**src/hw/rtl/pcts_pkg.sv**
```systemverilog
`timescale 1ns / 1ps
`default_nettype none

package pcts_pkg;

    localparam int TASK_COUNT = 8;
    localparam int COUNT_BITS = 4;
    localparam int IDX_BITS   = $clog2(TASK_COUNT);
    localparam int MASK_BITS  = 8;

    localparam logic [MASK_BITS-1:0] MASK_RESET = MASK_BITS'(254);

    localparam logic OP_TICK = 1'b0;
    localparam logic OP_LOAD = 1'b1;

    typedef struct packed {
        logic                latch;
        logic                check;
        logic                clr_scan;
        logic                scan;
        logic                reload;
        logic                set_rel;
        logic                set_none;
        logic                commit;
        logic                finish;
        logic [IDX_BITS-1:0] idx;
    } t_dp_cmd;

    typedef struct packed {
        logic need_sched;
        logic found;
        logic top_zero;
    } t_dp_sts;

endpackage

`default_nettype wire

```
**src/hw/rtl/pcts_ctrl.sv**
```systemverilog
`timescale 1ns / 1ps
`default_nettype none

module pcts_ctrl
    import pcts_pkg::*;
(
    input  wire logic    i_clk,
    input  wire logic    i_rst_n,
    input  wire logic    i_start,
    input  wire t_dp_sts i_sts,
    output t_dp_cmd      o_cmd,
    output logic         o_busy
);

    typedef enum logic [2:0] {
        S_IDLE,
        S_CHECK,
        S_SCAN,
        S_DECIDE,
        S_RELOAD,
        S_COMMIT,
        S_FINISH
    } t_state;

    localparam logic [IDX_BITS-1:0] IDX_TOP  = IDX_BITS'(TASK_COUNT - 1);
    localparam logic [IDX_BITS-1:0] IDX_LAST = IDX_BITS'(1);

    t_state              r_state, n_state;
    logic [IDX_BITS-1:0] r_idx, n_idx;

    always_comb begin
        n_state = r_state;
        n_idx   = r_idx;
        o_cmd   = '0;
        o_cmd.idx = r_idx;
        case (r_state)
            S_IDLE: begin
                if (i_start) begin
                    o_cmd.latch = 1'b1;
                    n_state     = S_CHECK;
                end
            end
            S_CHECK: begin
                o_cmd.check    = 1'b1;
                o_cmd.clr_scan = 1'b1;
                n_idx          = IDX_TOP;
                n_state        = i_sts.need_sched ? S_SCAN : S_FINISH;
            end
            S_SCAN: begin
                o_cmd.scan = 1'b1;
                n_idx      = r_idx - IDX_BITS'(1);
                if (r_idx == IDX_LAST) begin
                    n_state = S_DECIDE;
                end
            end
            S_DECIDE: begin
                n_idx = IDX_TOP;
                if (!i_sts.found) begin
                    o_cmd.set_none = 1'b1;
                    n_state        = S_FINISH;
                end else if (i_sts.top_zero) begin
                    o_cmd.set_rel  = 1'b1;
                    o_cmd.clr_scan = 1'b1;
                    n_state        = S_RELOAD;
                end else begin
                    n_state = S_COMMIT;
                end
            end
            S_RELOAD: begin
                o_cmd.reload = 1'b1;
                n_idx        = r_idx - IDX_BITS'(1);
                if (r_idx == IDX_LAST) begin
                    n_state = S_COMMIT;
                end
            end
            S_COMMIT: begin
                o_cmd.commit = 1'b1;
                n_state      = S_FINISH;
            end
            S_FINISH: begin
                o_cmd.finish = 1'b1;
                n_state      = S_IDLE;
            end
            default: begin
                n_state = S_IDLE;
            end
        endcase
    end

    assign o_busy = (r_state != S_IDLE);

    always_ff @(posedge i_clk) begin
        if (!i_rst_n) begin
            r_state <= S_IDLE;
            r_idx   <= '0;
        end else begin
            r_state <= n_state;
            r_idx   <= n_idx;
        end
    end

endmodule

`default_nettype wire

```
**src/hw/rtl/pcts_dp.sv**
```systemverilog
`timescale 1ns / 1ps
`default_nettype none

module pcts_dp
    import pcts_pkg::*;
(
    input  wire logic                  i_clk,
    input  wire logic                  i_rst_n,
    input  wire t_dp_cmd               i_cmd,
    output t_dp_sts                    o_sts,
    input  wire logic                  i_cfg_we,
    input  wire logic [MASK_BITS-1:0]  i_cfg_data,
    input  wire logic                  i_opcode,
    input  wire logic [IDX_BITS-1:0]   i_task_index,
    input  wire logic [COUNT_BITS-1:0] i_priority_value,
    output logic                       o_result_valid,
    output logic [IDX_BITS-1:0]        o_running_task,
    output logic                       o_switched,
    output logic                       o_reloaded,
    output logic [COUNT_BITS-1:0]      o_running_counter,
    output logic                       o_no_task
);

    logic [COUNT_BITS-1:0] r_cnt  [TASK_COUNT];
    logic [COUNT_BITS-1:0] r_prio [TASK_COUNT];
    logic [MASK_BITS-1:0]  r_mask;
    logic [IDX_BITS-1:0]   r_cur;

    logic                  r_op;
    logic [IDX_BITS-1:0]   r_tidx;
    logic [COUNT_BITS-1:0] r_pval;

    logic                  r_found;
    logic [COUNT_BITS-1:0] r_top;
    logic [IDX_BITS-1:0]   r_chosen;
    logic                  r_sw, r_rel, r_none;

    logic [IDX_BITS-1:0]   rd_addr;
    logic [COUNT_BITS-1:0] cnt_rd;
    logic [COUNT_BITS-1:0] prio_rd;
    logic [COUNT_BITS-1:0] cand;
    logic                  slot_en;
    logic                  take;
    logic                  cur_live;

    assign rd_addr  = (i_cmd.scan || i_cmd.reload) ? i_cmd.idx : r_cur;
    assign cnt_rd   = r_cnt[rd_addr];
    assign prio_rd  = r_prio[i_cmd.idx];
    assign cand     = i_cmd.reload ? prio_rd : cnt_rd;
    assign slot_en  = (i_cmd.idx != '0) && r_mask[i_cmd.idx];
    assign take     = slot_en && (!r_found || (cand > r_top));
    assign cur_live = (r_cur != '0) && (cnt_rd != '0);

    assign o_sts.need_sched = (r_op == OP_TICK) &&
                              (!cur_live || (cnt_rd == COUNT_BITS'(1)));
    assign o_sts.found      = r_found;
    assign o_sts.top_zero   = (r_top == '0);

    always_ff @(posedge i_clk) begin
        if (!i_rst_n) begin
            for (int i = 0; i < TASK_COUNT; i++) begin
                r_cnt[i]  <= '0;
                r_prio[i] <= '0;
            end
            r_mask         <= MASK_RESET;
            r_cur          <= '0;
            o_result_valid <= 1'b0;
        end else begin
            if (i_cfg_we) begin
                r_mask <= i_cfg_data;
            end
            if (i_cmd.latch) begin
                r_op   <= i_opcode;
                r_tidx <= i_task_index;
                r_pval <= i_priority_value;
                r_sw   <= 1'b0;
                r_rel  <= 1'b0;
                r_none <= 1'b0;
            end
            if (i_cmd.check) begin
                if (r_op == OP_LOAD) begin
                    r_prio[r_tidx] <= r_pval;
                end else if (cur_live) begin
                    r_cnt[r_cur] <= cnt_rd - COUNT_BITS'(1);
                end
            end
            if (i_cmd.clr_scan) begin
                r_found <= 1'b0;
                r_top   <= '0;
            end
            if ((i_cmd.scan || i_cmd.reload) && take) begin
                r_found  <= 1'b1;
                r_top    <= cand;
                r_chosen <= i_cmd.idx;
            end
            if (i_cmd.reload && slot_en) begin
                r_cnt[i_cmd.idx] <= prio_rd;
            end
            if (i_cmd.set_rel) begin
                r_rel <= 1'b1;
            end
            if (i_cmd.set_none) begin
                r_none <= 1'b1;
            end
            if (i_cmd.commit) begin
                r_cur <= r_chosen;
                r_sw  <= (r_chosen != r_cur);
            end
            o_result_valid <= i_cmd.finish;
            if (i_cmd.finish) begin
                o_running_task    <= r_cur;
                o_switched        <= r_sw;
                o_reloaded        <= r_rel;
                o_running_counter <= cnt_rd;
                o_no_task         <= r_none;
            end
        end
    end

endmodule

`default_nettype wire

```
**src/hw/rtl/priority_counter_task_scheduler.sv**
```systemverilog
`timescale 1ns / 1ps
`default_nettype none

// Channel   Direction  Handshake                      Payload
// command   in         i_start, o_busy                i_opcode, i_task_index, i_priority_value
// result    out        o_result_valid (one cycle)     o_running_task, o_switched, o_reloaded,
//                                                     o_running_counter, o_no_task
// config    in         i_cfg_valid, o_cfg_ready       i_cfg_data (task enable mask)
//
// Between accepting an item and showing its result, a load item or a tick that does not
// schedule passes through the check and finish states. A scheduling tick adds a scan over
// slots 7 down to 1 plus a decide and a commit state; with no enabled task, commit is skipped.
// When all enabled counters are zero, a refill and rescan of those slots comes before commit.
// Reset is synchronous and active low; it clears all counters, priorities and the running task.
// The receiver cannot stall; a new item may be accepted in the cycle that shows the result.

module priority_counter_task_scheduler
    import pcts_pkg::*;
(
    input  wire logic                  i_clk,
    input  wire logic                  i_rst_n,
    input  wire logic                  i_start,
    output logic                       o_busy,
    input  wire logic [0:0]            i_opcode,
    input  wire logic [IDX_BITS-1:0]   i_task_index,
    input  wire logic [COUNT_BITS-1:0] i_priority_value,
    output logic                       o_result_valid,
    output logic [IDX_BITS-1:0]        o_running_task,
    output logic                       o_switched,
    output logic                       o_reloaded,
    output logic [COUNT_BITS-1:0]      o_running_counter,
    output logic                       o_no_task,
    input  wire logic                  i_cfg_valid,
    output logic                       o_cfg_ready,
    input  wire logic [MASK_BITS-1:0]  i_cfg_data
);

    t_dp_cmd cmd;
    t_dp_sts sts;
    logic    busy;

    assign o_busy      = busy;
    assign o_cfg_ready = !busy;

    pcts_ctrl u_ctrl (
        .i_clk   (i_clk),
        .i_rst_n (i_rst_n),
        .i_start (i_start),
        .i_sts   (sts),
        .o_cmd   (cmd),
        .o_busy  (busy)
    );

    pcts_dp u_dp (
        .i_clk             (i_clk),
        .i_rst_n           (i_rst_n),
        .i_cmd             (cmd),
        .o_sts             (sts),
        .i_cfg_we          (i_cfg_valid && !busy),
        .i_cfg_data        (i_cfg_data),
        .i_opcode          (i_opcode[0]),
        .i_task_index      (i_task_index),
        .i_priority_value  (i_priority_value),
        .o_result_valid    (o_result_valid),
        .o_running_task    (o_running_task),
        .o_switched        (o_switched),
        .o_reloaded        (o_reloaded),
        .o_running_counter (o_running_counter),
        .o_no_task         (o_no_task)
    );

endmodule

`default_nettype wire
```
**config.mk**
```make
export PLATFORM = sky130hd
export DESIGN_NAME = priority_counter_task_scheduler
export DESIGN_NICKNAME = d
export VERILOG_FILES = /design/src/hw/rtl/pcts_pkg.sv /design/src/hw/rtl/pcts_ctrl.sv /design/src/hw/rtl/pcts_dp.sv /design/src/hw/rtl/priority_counter_task_scheduler.sv
export SDC_FILE = /design/constraint.sdc
export NUM_CORES = 1
export LEC_CHECK = 0
export ABC_AREA = 0
export BUFFER_PORTS_ARGS = -buffer_cell sky130_fd_sc_hd__buf_2
export CORE_UTILIZATION = 25
export DETAILED_ROUTE_END_ITERATION = 10
export GPL_TIMING_DRIVEN = 0
export HOLD_SLACK_MARGIN = 0.06
export PLACE_DENSITY = 0.41
export SLEW_MARGIN = 20
export SYNTH_ARGS = -nofsm -noshare
export SYNTH_HDL_FRONTEND = slang
export SYNTH_SLANG_ARGS = --single-unit
```
**constraint.sdc**
```tcl
create_clock -name i_clk -period 3.2 [get_ports i_clk]
set_input_delay 0.96 -clock i_clk [delete_from_list [all_inputs] [get_ports i_clk]]
set_output_delay 0.96 -clock i_clk [all_outputs]
set_load 0.01 [all_outputs]
```
==> Yosys cells after proc, flatten, opt, wreduce, memory -nomap -nowiden <==
Memory sizes are Yosys's and may differ from the RTL's. A register that Yosys moved wholly into a read port is not among the register bits.
Index checks and enable logic that the tools add are counted.
{ "word_totals": {"reg_bits": 47, "ram_bits": 64, "inputBits": 20, "word_cells": 128, "n_memories": 2} }
{ "op_classes": {"n_addsub": 2, "magnitude_cmp": 2, "n_eq_ne": 12, "mux": 53, "n_bitwise": 1, "reduce_logical": 37} }
{ "mem_list": {"columns": ["name", "words", "width", "read_ports", "rd_clocked_by_memory_dff", "write_ports", "line_no", "rtl"], "rows": [
  ["u_dp.r_cnt", 8, 4, 1, 0, 8, "pcts_dp.sv:24", "logic [COUNT_BITS-1:0] r_cnt [TASK_COUNT];"],
  ["u_dp.r_prio", 8, 4, 1, 1, 8, "pcts_dp.sv:25", "logic [COUNT_BITS-1:0] r_prio [TASK_COUNT];"]
]} }
{ "ops": {"columns": ["operator", "count"], "rows": [
  ["$mux W1", 31],
  ["$mux W3", 10],
  ["$mux W4", 6],
  ["$pmux W3 S6", 1],
  ["$reduce_and A2 Y1", 7],
  ["$reduce_or A4 Y1", 3],
  ["$reduce_bool A2 Y1", 5],
  ["$eq A3 B3 Y1 const B", 3],
  ["$reduce_bool A3 Y1", 3],
  ["$logic_and A1 B1 Y1", 7],
  ["$eq A3 B1 Y1 const B", 2],
  ["$eq A3 B2 Y1 const B", 2],
  ["$pmux W3 S2", 1],
  ["$eq A4 B1 Y1 const B", 1],
  ["$gt A4 B4 Y1", 1],
  ["$logic_not A4 Y1", 1],
  ["$lt A3 B4 Y1 const B", 1],
  ["$mux W2", 2],
  ["$ne A2 B1 Y1 const B", 2],
  ["$reduce_bool A4 Y1", 1],
  ["$reduce_or A2 Y1", 2],
  ["$sub A4 B1 Y4 const B", 1],
  ["$bmux W1 S3", 1],
  ["$logic_not A1 Y1", 3],
  ["8 further kinds", 10]
]} }

==> Logic depth before layout (Yosys ltp) <==
Gate-level depths: netlist of run 1.
An unclocked memory read counts as a cell.
{ "logic_depth": {"depth_word": 15, "mapped_depth": 17, "mapped_depth_nobuf": 15} }

==> Hierarchy <==
A second synthesis of run 1 with hierarchy kept.
{ "unflattened": {"cells_unflattened": 488, "area_unflattened_um2": 5676.7} }
{ "modules_own_cells": {"columns": ["mod", "instances", "cells_each", "area_per_inst_um2"], "rows": [
  ["pcts_dp", 1, 423, 5176.2],
  ["pcts_ctrl", 1, 63, 490.5],
  ["priority_counter_task_scheduler", 1, 2, 10.0]
]} }

==> Worst setup path after synthesis of run 1 <==
Ideal clock, no wire load.
{ "synth_path": {"path_kind": "register -> register", "start": "reg u_ctrl.r_state[2]", "end": "reg u_dp.r_found, enable pin", "setup_time_ns": 0.316, "arrival_time_ns": 3.276, "path_slack_ns": -0.392, "stages_incl_launch_ff": 17, "path_buffers": 2, "path_cell_list": "dfxtp_1 -> buf_2 -> xnor2_1 -> o21ai_2 -> and2_1 -> buf_6 -> mux4_2 -> mux2i_4 -> mux2i_1 -> ha_1 -> nor2b_1 -> o21ai_0 -> nand2b_1 -> a21oi_1 -> a41o_1 -> a21oi_1 -> o31a_1"} }
{ "synth_via": {"elab_chain_len": 12, "elab_cells_between_ends": 17, "cone_classes": "order compare: 1; eq/ne: 4; mux: 5; reduce/logical: 6; memory: 1"} }
{ "synth_rtl": {"columns": ["element", "line_no", "rtl"], "rows": [
  ["start: declaration", "pcts_ctrl.sv:28", "t_state r_state, n_state;"],
  ["start signal: assignment", "pcts_ctrl.sv:97", "r_state <= n_state;"],
  ["$eq A3 B2 Y1 or $eq A3 B3 Y1 (tied branches)", "pcts_ctrl.sv:36", "case (r_state)"],
  ["$mux W1", "pcts_ctrl.sv:36", null],
  ["$logic_or A1 B1 Y1", "pcts_dp.sv:46", "assign rd_addr = (i_cmd.scan || i_cmd.reload) ? i_cmd.idx : r_cur;"],
  ["$mux W3", "pcts_dp.sv:46", null],
  ["$mem_v2 Z8 W4", null, null],
  ["$mux W4 *", "pcts_dp.sv:49", "assign cand = i_cmd.reload ? prio_rd : cnt_rd;"],
  ["named net u_dp.cand[1]", "pcts_dp.sv:41", "logic [COUNT_BITS-1:0] cand;"],
  ["$gt A4 B4 Y1 *", "pcts_dp.sv:51", "assign take = slot_en && (!r_found || (cand > r_top));"],
  ["$logic_or A1 B1 Y1 *", "pcts_dp.sv:51", null],
  ["$logic_and A1 B1 Y1 *", "pcts_dp.sv:51", null],
  ["$logic_and A1 B1 Y1 *", "pcts_dp.sv:91", "if ((i_cmd.scan || i_cmd.reload) && take) begin"],
  ["$reduce_bool A2 Y1 (no line) *", null, null],
  ["$reduce_and A2 Y1 (no line) *", null, null],
  ["end signal: assignment", "pcts_dp.sv:88", "r_found <= 1'b0;"],
  ["end signal: assignment", "pcts_dp.sv:92", "r_found <= 1'b1;"],
  ["end: declaration", "pcts_dp.sv:33", "logic r_found;"]
]} }
Mark *: on every way through the listed nets, which the timed path passes. The rest lies on a longest branch.
A chain may end at the register's enable or synchronous reset.

==> Final worst setup path of run 1 <==
{ "layout_path": {"start": "reg u_ctrl.r_state[1]", "end": "reg u_dp.r_top[3], enable pin"} }
{ "layout_via": {"elab_chain_len": 12, "elab_cells_between_ends": 17, "cone_classes": "order compare: 1; eq/ne: 4; mux: 5; reduce/logical: 6; memory: 1"} }
{ "layout_rtl": {"columns": ["element", "line_no", "rtl"], "rows": [
  ["$eq A3 B2 Y1 or $eq A3 B3 Y1 (tied branches)", "pcts_ctrl.sv:36", null],
  ["$mux W1", "pcts_ctrl.sv:36", null],
  ["$logic_or A1 B1 Y1", "pcts_dp.sv:46", null],
  ["$mux W3", "pcts_dp.sv:46", null],
  ["$mem_v2 Z8 W4", null, null],
  ["$mux W4 *", "pcts_dp.sv:49", null],
  ["named net u_dp.cand[1]", "pcts_dp.sv:41", null],
  ["$gt A4 B4 Y1 *", "pcts_dp.sv:51", null],
  ["$logic_or A1 B1 Y1 *", "pcts_dp.sv:51", null],
  ["$logic_and A1 B1 Y1 *", "pcts_dp.sv:51", null],
  ["$logic_and A1 B1 Y1 *", "pcts_dp.sv:91", null],
  ["$reduce_bool A2 Y1 (no line) *", null, null],
  ["$reduce_and A2 Y1 (no line) *", null, null],
  ["end signal: assignment", "pcts_dp.sv:93", "r_top <= cand;"],
  ["end: declaration", "pcts_dp.sv:34", "logic [COUNT_BITS-1:0] r_top;"]
]} }
Marked as above.

==> reports/results.tsv, run 1 <==
metric	value	unit
status	complete, but fails checks	
failing checks	setup timing	
Initial Util	25.9	%
WL/cell	18.0	um
Final ANT Viol Nets	0	
Setup crit start kind	flop	
router iterations before antenna repair	5	
routed via count	4228	
global-route wire length before repair	24800	um
kind of end point of the critical path	flop	
Layout area overhead	29.6	%
Detailed Place HPWL	11200	um
Placed Area	6280	um^2
Distinct cells, synth	54	
power share of the sequential group	30.4	%
PortBufs	31	
Reg clk slew, reported paths	0.06	ns
worst min-delay path class	flop to flop	
Setup CP Type	flop to flop	
worst-skew pair later-pin latency	0.42	ns
Gate power share	40.6	%
Clock Path Buffers	2	
hold_buf cts	0	
# nets final	612	
Die Area	23500	um^2
drt via density	4.83	
vias in the first global route	4233	
# DRC	0	
setup ws final	-0.263	ns
RSZ-0062 raised after global routing	yes	
Metal-1 WL	7150	um
setup slack at placement	-1.37	ns
Post-Syn Area	5710	um^2
crit path time final	3.46	ns
share of cells above drive strength 1	28.7	%
TritonCTS clock tree	built	
Pins Over Slew Limit	0	
YS warnings	0	
Synthesized Nets	536	
data arrival time of the critical path	3.57	ns
register area share after synthesis	56.2	%
internal power	4.07	mW
initial drt markers	449	
GRT overflow	0	
post-synthesis sequential element count	114	
crit-path max FO	5	
top routing layer used	met4	
Num CTS Buffers	17	
fillers	2195	
Leak	2.82	nW
Setup Skew	0.0125	ns
syn_area_per_cell	11.3	um^2
Synth Instances	506	
top cells by area, synth	edfxtp_1, dfxtp_1, mux4_2	
diode count	0	
DRT Wirelength	15800	um
Post-synth EDFFs	93	
die width	153	um
Vert. Die Dim	153	um
final setup violation count	73	
initial antenna violation count	0	
Most used DFF post-synth	edfxtp_1	
Peak supply drop	0.427	mV
Max-Cap Viols	0	
top-area cell type share of the netlist area	48.9	%
switching part of the total power	37.6	%
final instance area	7410	um^2
global-route usage over all layers	14.1	%
switching power	2.45	mW
largest net degree at the start of global routing	17	
final hold vios	0	
htree depth	4	
fmax	289	MHz
# clock sinks	114	
final RePlAce weighted congestion	0.807	
top cells by instance count after synthesis	edfxtp_1, nand2_1, nor2_1	
Std-Cell Rows	54	
fraction of registers with async set/reset	0	%
hold path cells	0	
Clock Tree Root	clkbuf_16	
WL met3	714	um
cell with the most instances after synthesis	edfxtp_1	
clock share of power	28.9	%
r2r setup slk	-0.26	ns
metal2 WL	7710	um
I/O pins	33	
core area	22100	um^2
Reg2Reg Depth	15	
Worst EP required	3.31	ns
Power Density	881	nW/um^2
normalized max-slew margin	36.3	%
Tcrit/Tclk final	108	%
Tightest Pin Transition	0.947	ns
largest area contributor in the netlist	edfxtp_1	
through the flow:
step | hold WS (ns) | cells | power [mW] | util, % | TNS, ns
2_1_floorplan | 0.400 | 506 | 3.42 | - | -1.72
3_3_place_gp | 0.406 | 817 | 4.10 | 28.4 | -81.59
3_5_place_dp | 0.412 | 818 | 4.10 | 28.4 | -77.90
4_1_cts | 0.426 | 869 | 6.39 | 32.7 | -16.91
5_1_grt | 0.434 | 875 | 6.89 | 33.5 | -19.42
6_report | 0.422 | 875 | 6.53 | 33.5 | -6.82
placed cells by master (no fill, tap or decap), types with 4 or more instances in the layout:
cell type   n
inv_1      13
a21oi_1    12
clkbuf_16  17
nor3b_1     5
clkinv_4    6
nor2_1     44
nor3_1     11
edfxtp_1   93
a211oi_1    6
dfxtp_1    19
o211ai_1    4
nand4_1     5
o21ai_0     9
buf_4      25
nand2_1    46
a22oi_1     8
mux2i_1     6
nor2b_1    12
a21boi_0    6
ha_1        9
clkbuf_1   11
clkbuf_2    4
mux4_2     13
nand3_1    13
buf_2      32
nand2_4    13
and2_1     36
buf_6       8
nand2b_1   23
final timing paths:
check                                endpoint                      startpoint
setup reg to reg  u_dp.r_top[3]$_SDFFCE_PP0P_  u_ctrl.r_state[1]$_SDFFE_PN0P_
hold reg to reg     u_dp.o_switched$_DFFE_PP_         u_dp.r_sw$_SDFFCE_PN0P_
hold / removal      u_dp.o_switched$_DFFE_PP_         u_dp.r_sw$_SDFFCE_PN0P_
setup / recovery  u_dp.r_top[3]$_SDFFCE_PP0P_  u_ctrl.r_state[1]$_SDFFE_PN0P_
metal layers:
| metal | vias to the layer above | GRT usage (%) |
|---|---|---|
| li1 | 2000 | - |
| met1 | 2076 | 17.7 |
| met2 | 134 | 23.5 |
| met3 | 18 | 3.23 |
| met4 | 0 | 5.63 |
| met5 | - | 0 |
power groups by stage:
| stage | registers (mW) | logic (mW) | clock network (mW) |
|---|---|---|---|
| floorplan | 1.92 | 1.50 | 0 |
| global placement | 1.97 | 2.13 | 0 |
| detailed placement | 1.97 | 2.13 | 0 |
| CTS | 1.95 | 2.51 | 1.92 |
| global route | 2.02 | 2.88 | 1.99 |
| finish | 1.99 | 2.65 | 1.89 |
worst max-delay path: stages, from the launching register on:
cell and delay [ns]:
dfxtp_4 0.38, buf_8 0.11, xor2_4 0.23, nand3_4 0.10, and2_4 0.21, mux4_2 0.47, mux2i_4 0.20, mux2i_2 0.12
ha_1 0.33, nor2b_4 0.14, o21ai_2 0.05, nand2b_1 0.07, a21oi_1 0.06, a41o_1 0.24, a21oi_4 0.14, o31a_1 0.27
registers in the layout, summed over array words and instances, names as in the netlist, 4 cells and up, named ones only:
signal and flops:
u_dp.r_cnt 32, u_dp.r_prio 32, u_dp.r_pval 4, u_dp.r_top 4
u_dp.o_running_counter 4, u_dp.r_mask 8
cell type report:
| class | count | area (um^2) | share of cell area, % |
|---|---|---|---|
| plain buffers | 23 | 146 | 1.98 |
| clock buffers | 17 | 425 | 5.74 |
| clock inverters | 15 | 159 | 2.15 |
| inverters | 14 | 56.3 | 0.760 |
| multi-input cells | 351 | 2650 | 35.7 |
| flip-flops and latches | 114 | 3220 | 43.5 |
| well taps | 280 | 350 | 4.73 |
| repair buffers | 61 | 403 | 5.44 |
timing repair:
item	in CTS	in global routing
pin swaps	13	14
endpoints found under the setup margin	79	92
setup buffers	22	9
gates resized for setup	59	36
cells by family (layout without fill, tap and decap cells):
family,count (synthesis),count (layout),share of synthesized area (%)
buffers and inverters,41,130,2.96
muxes,26,26,7.69
and+or+nand+nor,228,228,20.0
AOI/OAI and AO/OA,81,81,9.92
xor gates and xnor gates,6,6,1.05
DFF,114,114,56.2
adders and majority gates,10,10,2.19
Note: power is estimated with default switching activity, not from simulation.
==> run 2, diff against run 1 <==
Settings changed: CORE_UTILIZATION 25 to 55, PLACE_DENSITY 0.41 to 0.76, REMOVE_ABC_BUFFERS set to 1.
==> run 2 against run 1 <==
Effect of this change:
- the flow still finishes with violations (setup timing)
- first-iteration DRC count fell by 2.0%
- register-to-register slack got worse by 0.19 ns
- sequential share of layout area rose by 3.5 points
- combinational power fell by 11%
- worst hold slack got worse by 0.0041 ns
- clock skew fell by 0.0028 ns
- global-route usage rose by 12 points
- count of clock-buffer cells in the layout rose by 1
- critical path type unchanged
- critical endpoint unchanged
- largest cell class unchanged
==> reports/results.tsv, run 2 (same netlist as run 1, synthesis figures left out) <==
metric	value	unit
status	complete, but fails checks	
failing checks	setup timing	
data arrival time of the critical path	3.87	ns
crit-path max cell delay	0.42	ns
WL/cell	19.9	um
Power Density	893	nW/um^2
final setup violation count	70	
Setup CP Type	flop to flop	
die width	104	um
diode count	0	
PortBufs	32	
Pins Over Slew Limit	0	
TritonCTS clock tree	built	
initial drt markers	440	
router iterations before antenna repair	5	
worst-skew pair later-pin latency	0.53	ns
slowest CP cell	o221ai_1	
Die Area	10800	um^2
Worst EP required	3.41	ns
drt via density	6.20	
Tcrit/Tclk final	114	%
Worst R2R End	u_dp.r_top[3]$_SDFFCE_PP0P_	
initial antenna violation count	0	
final RePlAce weighted congestion	0.854	
# DRC	0	
r2r startpoint	u_ctrl.r_state[1]$_SDFFE_PN0P_	
most frequent cells in the layout	edfxtp_1, nand2_1, nor2_1	
crit-path max FO	6	
global-route usage over all layers	26.3	%
Initial Util	57.7	%
Detailed Place HPWL	8500	um
final hold vios	0	
hold_ws	0.418	ns
placed cells	644	
setup ws final	-0.453	ns
Setup crit start kind	flop	
normalized max-slew margin	26.9	%
# clock sinks	114	
hold_buf cts	0	
commonest non-fill, non-tap cell in the layout	edfxtp_1	
RSZ-0062 raised after global routing	yes	
Worst setup startpoint	u_ctrl.r_state[1]$_SDFFE_PN0P_	
I/O pins	33	
Reg2Reg Depth	14	
Max-Cap Viols	0	
Layout area overhead	20.3	%
vias in the first global route	4137	
routed via count	4364	
Setup Skew	0.00972	ns
htree depth	4	
Leak	2.58	nW
largest registers	u_dp.r_cnt: 32 flops, u_dp.r_prio: 32 flops, u_dp.r_mask: 8 flops	
global-route wire length before repair	21300	um
# nets final	588	
Clock Path Buffers	2	
Tightest Pin Transition	1.07	ns
Clock Tree Root	clkbuf_8	
share of cells above drive strength 1	25.4	%
Reg clk slew, reported paths	0.06	ns
Final Non-Filler Cells	704	
worst min-delay path class	flop to flop	
fmax	274	MHz
crit path time final	3.65	ns
core area	9910	um^2
GRT overflow	0	
largest net degree at the start of global routing	45	
DRT Wirelength	14000	um
crit path cell chain	xor2_4 > buf_8 > buf_12 > a21boi_0 > o211ai_1 > o221ai_1 > nand2_1 > nor2_1 > a21oi_1 > ha_1 > a21oi_2 > a41o_1 > a21oi_4 > o31a_1	
Std-Cell Rows	36	
r2r setup slk	-0.45	ns
Peak supply drop	0.429	mV
Final ANT Viol Nets	0	
Num CTS Buffers	17	
kind of end point of the critical path	flop	
Vert. Die Dim	104	um
CP Capture Point	u_dp.r_top[3]$_SDFFCE_PP0P_	
==> run 2: worst min-delay path by stage <==
stage,slack (ns),depth (start not counted),from,endpoint
final,0.42,0,u_dp.r_rel$_SDFFCE_PP1P_,u_dp.o_reloaded$_DFFE_PP_
after global routing,0.43,0,u_dp.r_none$_SDFFCE_PP1P_,u_dp.o_no_task$_DFFE_PP_
after CTS,0.42,0,u_dp.r_rel$_SDFFCE_PP1P_,u_dp.o_reloaded$_DFFE_PP_
after detailed placement,0.41,0,u_dp.r_rel$_SDFFCE_PP1P_,u_dp.o_reloaded$_DFFE_PP_
after global placement,0.40,0,u_dp.r_none$_SDFFCE_PP1P_,u_dp.o_no_task$_DFFE_PP_
after floorplan,0.40,0,u_dp.r_none$_SDFFCE_PP1P_,u_dp.o_no_task$_DFFE_PP_
==> run 2: final cells by class <==
class	count	area, um^2
fillers	676	3040
clock buffers	18	418
clock inverters	14	115
multi-input cells	351	2490
repair buffers	60	395
inverters	14	56.3
well taps	133	166
flip-flops and latches	114	3230
==> run 2: layer usage <==
| metal | up-vias | part of all wire [%] | wire (um) | track usage, % |
|---|---|---|---|---|
| li1 | 1965 | - | - | - |
| met4 | 0 | 3.8 | 537 | 11.7 |
| met5 | - | 0 | 0 | 0 |
| met3 | 55 | 8.8 | 1240 | 6.70 |
| met1 | 2085 | 37 | 5120 | 32.3 |
| met2 | 259 | 51 | 7130 | 44.0 |
==> run 2: worst max-delay path, delay by kind of cell, from the launching register on <==
kind / cells / cell delay, ns
adders and majority gates: 1 / 0.38
xor gates and xnor gates: 1 / 0.21
AOI/OAI and AO/OA: 8 / 1.70
DFF: 1 / 0.39
and+or+nand+nor: 2 / 0.37
buffers and inverters: 2 / 0.28
==> run 2: through the flow <==
stage	total power [mW]	utilization (%)	area [um^2]	TNS, ns	setup slack, ns
final	6.14	69.3	6870	-13.26	-0.453
after global routing	6.39	69.3	6870	-17.54	-0.549
after CTS	5.83	67.5	6690	-2.16	-0.231
after detailed placement	3.85	59.9	5940	-113.41	-2.11
after global placement	3.77	59.8	5920	-104.49	-2.00
after floorplan	3.28	-	5600	-23.08	-0.895
==> run 2: what timing repair did <==
action                                  4_1_cts  5_1_grt
resized for setup                            29       23
endpoints found under the setup margin       81       67
setup buffers                                16       12
pin swaps                                     7       10
==> run 2: power breakdown <==
group          internal (mW)  leakage, nW  switching (mW)
clock                   1.02        0.244           0.686
combinational          0.972         1.23            1.39
sequential              1.82         1.11           0.254
